**src/sv/csc_pkg.sv**
```systemverilog
package csc_pkg;

    // Lexer modes of the first stage.
    typedef enum logic [1:0] {
        MODE_TEXT   = 2'd0,
        MODE_STRING = 2'd1,
        MODE_LINE   = 2'd2,
        MODE_BLOCK  = 2'd3
    } lex_mode_t;

    localparam logic [7:0] CH_SLASH  = 8'h2F;
    localparam logic [7:0] CH_STAR   = 8'h2A;
    localparam logic [7:0] CH_QUOTE  = 8'h22;
    localparam logic [7:0] CH_SPACE  = 8'h20;
    localparam logic [7:0] CH_BSLASH = 8'h5C;
    localparam logic [7:0] CH_LF     = 8'h0A;
    localparam logic [7:0] CH_CR     = 8'h0D;
    localparam logic [7:0] CH_TAB    = 8'h09;

    localparam int unsigned CSC_QUEUE_DEPTH = 2;

    typedef struct packed {
        logic [7:0] in_byte;
        logic       is_last;
    } in_word_t;

    typedef struct packed {
        logic [7:0] out_byte;
        logic       byte_valid;
        logic       run_last;
        logic       stream_end;
    } out_word_t;

    // One classified input word: up to two stage-one bytes in order.
    typedef struct packed {
        logic       v0;
        logic [7:0] b0;
        logic       v1;
        logic [7:0] b1;
        logic       last;
    } mid_word_t;

    // Space, TAB, LF, VT, FF and CR.
    function automatic logic is_ws(input logic [7:0] b);
        return (b == CH_SPACE) || ((b >= CH_TAB) && (b <= CH_CR));
    endfunction

endpackage

```
**src/sv/csc_queue.sv**
```systemverilog
module csc_queue
    import csc_pkg::*;
#(
    parameter type         word_t = mid_word_t,
    parameter int unsigned DEPTH  = CSC_QUEUE_DEPTH
)
(
    input  logic  clk,
    input  logic  rst_n,
    input  logic  push,
    input  word_t wdata,
    output logic  full,
    input  logic  pop,
    output word_t rdata,
    output logic  empty
);

    localparam int unsigned PW = (DEPTH > 1) ? $clog2(DEPTH) : 1;
    localparam int unsigned CW = $clog2(DEPTH + 1);

    word_t           mem_reg [DEPTH];
    logic [PW-1:0]   wr_ptr_reg, wr_ptr_next;
    logic [PW-1:0]   rd_ptr_reg, rd_ptr_next;
    logic [CW-1:0]   count_reg, count_next;
    logic            do_push;
    logic            do_pop;

    assign full    = (count_reg == CW'(DEPTH));
    assign empty   = (count_reg == '0);
    assign do_push = push && !full;
    assign do_pop  = pop && !empty;
    assign rdata   = mem_reg[rd_ptr_reg];

    always_comb
    begin
        wr_ptr_next = wr_ptr_reg;
        rd_ptr_next = rd_ptr_reg;
        count_next  = count_reg;
        if (do_push)
        begin
            wr_ptr_next = (wr_ptr_reg == PW'(DEPTH - 1)) ? '0 : wr_ptr_reg + 1'b1;
        end
        if (do_pop)
        begin
            rd_ptr_next = (rd_ptr_reg == PW'(DEPTH - 1)) ? '0 : rd_ptr_reg + 1'b1;
        end
        if (do_push && !do_pop)
        begin
            count_next = count_reg + 1'b1;
        end
        else if (do_pop && !do_push)
        begin
            count_next = count_reg - 1'b1;
        end
    end

    always_ff @(posedge clk or negedge rst_n)
    begin
        if (!rst_n)
        begin
            wr_ptr_reg <= '0;
            rd_ptr_reg <= '0;
            count_reg  <= '0;
        end
        else
        begin
            wr_ptr_reg <= wr_ptr_next;
            rd_ptr_reg <= rd_ptr_next;
            count_reg  <= count_next;
        end
    end

    always_ff @(posedge clk)
    begin
        if (do_push)
        begin
            mem_reg[wr_ptr_reg] <= wdata;
        end
    end

    // The fill level never exceeds the depth.
    assert property (@(posedge clk) disable iff (!rst_n) count_reg <= CW'(DEPTH))
        else $error("queue fill level above depth");

endmodule

```
**src/sv/csc_front.sv**
```systemverilog
module csc_front
    import csc_pkg::*;
(
    input  logic      clk,
    input  logic      rst_n,
    input  logic      push,
    input  in_word_t  in_word,
    input  logic      mid_full,
    output logic      mid_push,
    output mid_word_t mid_word
);

    lex_mode_t  mode_reg, mode_next;
    logic       held_reg, held_next;
    logic       star_reg, star_next;
    logic       bs_reg, bs_next;
    logic [7:0] b;

    assign b        = in_word.in_byte;
    assign mid_push = push && !mid_full;

    always_comb
    begin
        mode_next = mode_reg;
        held_next = held_reg;
        star_next = star_reg;
        mid_word  = '0;

        unique case (mode_reg)
            MODE_STRING:
            begin
                mid_word.v0 = 1'b1;
                mid_word.b0 = b;
                if (b == CH_QUOTE && !bs_reg)
                begin
                    mode_next = MODE_TEXT;
                end
            end
            MODE_LINE:
            begin
                if (b == CH_LF || b == CH_CR)
                begin
                    mode_next   = MODE_TEXT;
                    mid_word.v0 = 1'b1;
                    mid_word.b0 = b;
                end
            end
            MODE_BLOCK:
            begin
                if (star_reg && b == CH_SLASH)
                begin
                    mode_next = MODE_TEXT;
                    star_next = 1'b0;
                end
                else
                begin
                    star_next = (b == CH_STAR);
                end
            end
            MODE_TEXT:
            begin
                if (held_reg)
                begin
                    held_next = 1'b0;
                    if (b == CH_SLASH)
                    begin
                        mode_next = MODE_LINE;
                    end
                    else if (b == CH_STAR)
                    begin
                        mode_next = MODE_BLOCK;
                        star_next = 1'b0;
                    end
                    else
                    begin
                        // The held slash was not a comment opener.
                        mid_word.v0 = 1'b1;
                        mid_word.b0 = CH_SLASH;
                        mid_word.v1 = 1'b1;
                        mid_word.b1 = b;
                        if (b == CH_QUOTE)
                        begin
                            mode_next = MODE_STRING;
                        end
                    end
                end
                else if (b == CH_SLASH)
                begin
                    held_next = 1'b1;
                end
                else
                begin
                    mid_word.v0 = 1'b1;
                    mid_word.b0 = b;
                    if (b == CH_QUOTE)
                    begin
                        mode_next = MODE_STRING;
                    end
                end
            end
        endcase

        bs_next = (b == CH_BSLASH);

        // A slash still held at end of stream goes out as the second byte.
        if (in_word.is_last && held_next)
        begin
            mid_word.v1 = 1'b1;
            mid_word.b1 = CH_SLASH;
        end
        mid_word.last = in_word.is_last;
    end

    always_ff @(posedge clk or negedge rst_n)
    begin
        if (!rst_n)
        begin
            mode_reg <= MODE_TEXT;
            held_reg <= 1'b0;
            star_reg <= 1'b0;
            bs_reg   <= 1'b0;
        end
        else if (mid_push)
        begin
            if (in_word.is_last)
            begin
                mode_reg <= MODE_TEXT;
                held_reg <= 1'b0;
                star_reg <= 1'b0;
                bs_reg   <= 1'b0;
            end
            else
            begin
                mode_reg <= mode_next;
                held_reg <= held_next;
                star_reg <= star_next;
                bs_reg   <= bs_next;
            end
        end
    end

    // A slash is only ever held in text mode.
    assert property (@(posedge clk) disable iff (!rst_n) held_reg |-> mode_reg == MODE_TEXT)
        else $error("slash held outside text mode");

    // The word that ends a stream returns the lexer to its reset state.
    assert property (@(posedge clk) disable iff (!rst_n)
        (mid_push && in_word.is_last) |=> (mode_reg == MODE_TEXT && !held_reg && !star_reg))
        else $error("lexer not reset after end of stream");

endmodule

```
**src/sv/csc_back.sv**
```systemverilog
module csc_back
    import csc_pkg::*;
(
    input  logic      clk,
    input  logic      rst_n,
    input  logic      mid_empty,
    input  mid_word_t mid_word,
    output logic      mid_pop,
    input  logic      res_full,
    output logic      res_push,
    output out_word_t res_word
);

    logic idx_reg, idx_next;
    logic ps_reg, ps_next;
    logic ws0, ws1, first, e0, e1, ps_mid;

    always_comb
    begin
        ws0    = is_ws(mid_word.b0);
        ws1    = is_ws(mid_word.b1);
        first  = !idx_reg;
        e0     = first && mid_word.v0 && !(ws0 && ps_reg);
        ps_mid = (first && mid_word.v0) ? ws0 : ps_reg;
        e1     = mid_word.v1 && !(ws1 && ps_mid);

        res_push = 1'b0;
        res_word = '0;
        mid_pop  = 1'b0;
        idx_next = idx_reg;
        ps_next  = ps_reg;

        if (!mid_empty)
        begin
            if (e0)
            begin
                res_word.out_byte   = ws0 ? CH_SPACE : mid_word.b0;
                res_word.byte_valid = 1'b1;
                res_word.run_last   = !e1;
                res_word.stream_end = mid_word.last && !e1;
                if (!res_full)
                begin
                    res_push = 1'b1;
                    ps_next  = ws0;
                    if (e1)
                    begin
                        idx_next = 1'b1;
                    end
                    else
                    begin
                        mid_pop  = 1'b1;
                        idx_next = 1'b0;
                        if (mid_word.last)
                        begin
                            ps_next = 1'b0;
                        end
                    end
                end
            end
            else if (e1)
            begin
                res_word.out_byte   = ws1 ? CH_SPACE : mid_word.b1;
                res_word.byte_valid = 1'b1;
                res_word.run_last   = 1'b1;
                res_word.stream_end = mid_word.last;
                if (!res_full)
                begin
                    res_push = 1'b1;
                    mid_pop  = 1'b1;
                    idx_next = 1'b0;
                    ps_next  = mid_word.last ? 1'b0 : ws1;
                end
            end
            else if (mid_word.last)
            begin
                // Nothing survived: send a bare end marker.
                res_word.run_last   = 1'b1;
                res_word.stream_end = 1'b1;
                if (!res_full)
                begin
                    res_push = 1'b1;
                    mid_pop  = 1'b1;
                    idx_next = 1'b0;
                    ps_next  = 1'b0;
                end
            end
            else
            begin
                mid_pop  = 1'b1;
                idx_next = 1'b0;
                ps_next  = ps_mid;
            end
        end
    end

    always_ff @(posedge clk or negedge rst_n)
    begin
        if (!rst_n)
        begin
            idx_reg <= 1'b0;
            ps_reg  <= 1'b0;
        end
        else
        begin
            idx_reg <= idx_next;
            ps_reg  <= ps_next;
        end
    end

    assert property (@(posedge clk) disable iff (!rst_n) res_push |-> !res_full)
        else $error("result written into a full queue");

    // The second byte of a word is pending only while that word is still queued.
    assert property (@(posedge clk) disable iff (!rst_n) idx_reg |-> !mid_empty)
        else $error("second byte pending without a queued word");

    assert property (@(posedge clk) disable iff (!rst_n)
        (mid_pop && mid_word.last) |=> (!ps_reg && !idx_reg))
        else $error("collapse state not reset after end of stream");

endmodule

```
**src/sv/comment_strip_space_collapse.sv**
```systemverilog
// Flow: an accepted word is classified into the middle queue, its results are then written into
//   the result queue, and they show on out_word with empty low.
// Throughput: one input word per cycle while each word yields at most one result and neither
//   queue is full; a word with two results holds the back stage, which sends one result per cycle.
// Reset: rst_n is asynchronous and active low; it empties both queues and returns the
//   lexer and the whitespace-collapse state to normal text with nothing held.
module comment_strip_space_collapse
    import csc_pkg::*;
#(
    parameter int unsigned QUEUE_DEPTH = CSC_QUEUE_DEPTH
)
(
    input  logic      clk,
    input  logic      rst_n,
    input  logic      push,
    input  in_word_t  in_word,
    output logic      full,
    input  logic      pop,
    output out_word_t out_word,
    output logic      empty
);

    // The front stage runs the comment lexer. For every accepted word it
    // places a classified word into the middle queue holding up to two
    // surviving bytes: a held slash that turned out not to open a comment
    // comes out ahead of the byte that followed it, and at end of stream a
    // slash still held is flushed as the second byte.
    mid_word_t mid_wdata;
    mid_word_t mid_rdata;
    logic      mid_push;
    logic      mid_pop;
    logic      mid_full;
    logic      mid_empty;

    // The back stage collapses whitespace runs and hands results, one per
    // cycle while the result queue has room, to the result queue, which lets
    // it keep working while the consumer stalls.
    out_word_t res_wdata;
    logic      res_push;
    logic      res_full;

    // The input side is full exactly when the middle queue cannot take a word.
    assign full = mid_full;

    csc_front u_front
    (
        .clk      (clk),
        .rst_n    (rst_n),
        .push     (push),
        .in_word  (in_word),
        .mid_full (mid_full),
        .mid_push (mid_push),
        .mid_word (mid_wdata)
    );

    csc_queue #(
        .word_t (mid_word_t),
        .DEPTH  (QUEUE_DEPTH)
    ) u_mid_queue
    (
        .clk   (clk),
        .rst_n (rst_n),
        .push  (mid_push),
        .wdata (mid_wdata),
        .full  (mid_full),
        .pop   (mid_pop),
        .rdata (mid_rdata),
        .empty (mid_empty)
    );

    csc_back u_back
    (
        .clk       (clk),
        .rst_n     (rst_n),
        .mid_empty (mid_empty),
        .mid_word  (mid_rdata),
        .mid_pop   (mid_pop),
        .res_full  (res_full),
        .res_push  (res_push),
        .res_word  (res_wdata)
    );

    // The oldest result sits at the head of this queue while empty is low.
    csc_queue #(
        .word_t (out_word_t),
        .DEPTH  (QUEUE_DEPTH)
    ) u_res_queue
    (
        .clk   (clk),
        .rst_n (rst_n),
        .push  (res_push),
        .wdata (res_wdata),
        .full  (res_full),
        .pop   (pop),
        .rdata (out_word),
        .empty (empty)
    );

endmodule

```
**config.mk**
```make
export PLATFORM = sky130hd
export DESIGN_NAME = comment_strip_space_collapse
export DESIGN_NICKNAME = d
export VERILOG_FILES = /design/src/sv/csc_pkg.sv /design/src/sv/csc_queue.sv /design/src/sv/csc_front.sv /design/src/sv/csc_back.sv /design/src/sv/comment_strip_space_collapse.sv
export SDC_FILE = /design/constraint.sdc
export NUM_CORES = 1
export LEC_CHECK = 0
export BUFFER_PORTS_ARGS = -buffer_cell sky130_fd_sc_hd__buf_2
export CAP_MARGIN = 30
export CORE_ASPECT_RATIO = 1.4
export CORE_MARGIN = 8
export CORE_UTILIZATION = 47
export CTS_CLUSTER_DIAMETER = 60
export DETAILED_ROUTE_END_ITERATION = 12
export PLACE_DENSITY = 0.63
export SYNTH_ARGS = -nofsm -noshare
export SYNTH_HDL_FRONTEND = slang
export SYNTH_HIERARCHICAL = 1
export SYNTH_SLANG_ARGS = --single-unit
```
**constraint.sdc**
```tcl
create_clock -name clk -period 8.23 [get_ports clk]
set_input_delay 0.823 -clock clk [delete_from_list [all_inputs] [get_ports clk]]
set_output_delay 0.823 -clock clk [all_outputs]
set_load 0.01 [all_outputs]
```
==> results.cfg <==
[outcome]
status = completed

[final_layout]
areaGrowthSynthToFinish_pct = 10.7
antenna_cells = 0
final_cells = 415
n_fill_cell = 682
stdcell_area_um2 = 4110
layout-drive-gt1-share_pct = 17.5
largest_reg_flops = 38
regArea_um2 = 2180
multi_input_area_um2 = 1410
nets = 325

[die]
die_w_um = 91.1
initial_core_util_pct = 48.1
dieArea_um2 = 11000
core_um2 = 7700
die_h_um = 121
ios = 26
rows = 38

[global_route]
grt_use_total_pct = 14.0
antenna_found_initial = 0
grt_pass1_wl_um = 12000
grt_max_degree = 21
overflow = 0
grt_pass1_vias = 2439

[drt]
post_drt_wl_per_cell_um = 17.3
routed_wl_um = 7200
drc = 0
vias = 2362
drtIter0Drc = 56
firstDrtPassIters = 4
vias_per_cell = 5.69
ant_nets = 0

[placement]
dpl.hpwl_um = 5360
dpl_cell_area_um2 = 3910
portBuffers = 25
gp_congestion = 0.816
place_ws_ns = 4.47
dp_cells = 399

[synthesis]
synth_area_per_cell_um2 = 13.1
synth_ff_type = edfxtp_1
yosysWarnings = 6
synth_seq_area_share_pct = 58.7
synth_most_common_cell = edfxtp_1
synth_common_cells = 60 x edfxtp_1, 30 x mux2_1, 21 x nor2_1
ys_seq_elements = 75
async_flop_share_pct = 20.0
synth_cell_types = 63
synth_area_leader_cell = edfxtp_1
synth_nets = 298
netlist_top_cells_area = edfxtp_1 49%, dfrtp_1 10%, mux2_1 9.1%
synth_top_area_share_pct = 48.6
syn_inst = 283
synth_area_um2 = 3710
synth_edf_count = 60

[timing]
clock_skew_ns = 0.00863
slew_violations = 0
layout_min_cycle_time_ns = 3.80
finalSetupTns_ns = 0
fmax_mhz = 263
hold_viol_final = 0
maxSlewHeadroom_pct = 40.6
rsz0062_at_grt = false
setup_violations = 0
setup_slack_ns = 4.43
fin_crit_sh_pct = 46.2
worst_pin_slew_ns = 0.888

[cts]
htree_num_levels = 3
cts_tree = built
clk_latency_ns = 0.35
cts-hold-fix-buffers = 0
cts-root-buf = clkbuf_8
cts_buffers = 9
cts.sinks = 75
cts_resized = 0
cts_max_path_buffers = 2
clk_pin_slew_worst_paths_ns = 0.08
post-cts-setup-buffers = 0

[setup_path]
required_ns = 8.51
reg2reg_depth = 12
start_kind = register
r2r_end = u_res_queue/count_reg[1]
rr_startpoint = u_mid_queue/rd_ptr_reg
crit_fanout = 20
critPathCaptureType = register
crit_type = reg2reg
worstPathArrival_ns = 4.07
r2r_slack_ns = 4.43

[power_and_ir_drop]
power_mw = 1.53
powerDensity_nw_per_um2 = 372
peakVddDrop_mv = 0.171
p_leak_nw = 1.57

[job]
drv_cap = 0

[worst_hold_path]
holdCritPathClass = in2async
## layout make-up
| cell class | count | area share, % |
|---|---|---|
| Sequential cell | 75 | 53.0 |
| Multi-Input combinational cell | 182 | 34.4 |
| Timing Repair Buffer | 28 | 3.54 |
| Clock buffer | 10 | 3.11 |
| Tap cell | 100 | 3.05 |
| Clock inverter | 6 | 1.62 |
| Inverter | 14 | 1.28 |
## worst max-delay path, cell delays in order, from the launching register on
cell and delay (ns):
dfrtp_1 0.85, mux2_1 0.46, or4b_1 0.55, a211oi_2 0.33, nor3b_1 0.18, nor4_1 0.40
nor3_1 0.12, nand2_2 0.14, inv_1 0.06, ha_1 0.21, xor2_1 0.14, nor2_1 0.11
xor2_1 0.16
## layer usage
layer / up-vias / part of all wire (%) / track usage, %
met3: 21 / 4.2 / 3.96
met1: 1132 / 42 / 15.1
met5: - / 0 / 0
li1: 1142 / - / -
met4: 0 / 3.4 / 9.04
met2: 67 / 50 / 23.6
## logic make-up (layout without fill, tap and decap cells)
family                     after synthesis  after routing  share of synthesized area (%)
AOI/OAI and AO/OA                       56             56                           12.1
adders and majority gates                2              2                          0.675
muxes                                   34             34                           10.3
buffers and inverters                   26             58                           3.24
and+or+nand+nor                         80             80                           12.4
xor gates and xnor gates                10             10                           2.56
DFF                                     75             75                           58.7
## cells in the final DEF (no fill, tap or decap), types with 5 or more instances in the layout
cell,n
nand2b_1,5
dfrtp_1,15
buf_2,26
edfxtp_1,60
nand2_1,12
mux2_1,30
nor2_1,21
o21ai_0,7
a32oi_1,8
clkbuf_8,9
and3_1,5
nor3_1,5
inv_1,14
a21o_1,7
xnor2_1,5
## metrics by stage
stage / hold WS, ns / utilization (%)
6_report: 0.370 / 53.3
5_1_grt: 0.389 / 53.3
4_1_cts: 0.370 / 53.3
3_5_place_dp: 0.467 / 50.8
3_3_place_gp: 0.460 / 50.7
2_1_floorplan: 0.446 / -
## where the power goes
part | switching, mW | internal [mW] | leakage [nW] | total [mW]
logic | 0.346 | 0.245 | 0.734 | 0.591
clock network | 0.134 | 0.140 | 0.0885 | 0.274
registers | 0.0737 | 0.589 | 0.746 | 0.662
## worst max path at each step
stage	start	end	cells after the start
finish	u_mid_queue/rd_ptr_reg	u_res_queue/count_reg[1]	12
global route	u_mid_queue/rd_ptr_reg	u_res_queue/mem_reg[0][7]	8
CTS	u_mid_queue/rd_ptr_reg	u_res_queue/count_reg[1]	12
detailed placement	u_mid_queue/rd_ptr_reg	u_res_queue/count_reg[1]	12
global placement	u_mid_queue/rd_ptr_reg	u_res_queue/count_reg[1]	11
floorplan	u_mid_queue/rd_ptr_reg	u_mid_queue/count_reg[1]	12
Power figures use the tool's default switching activity.
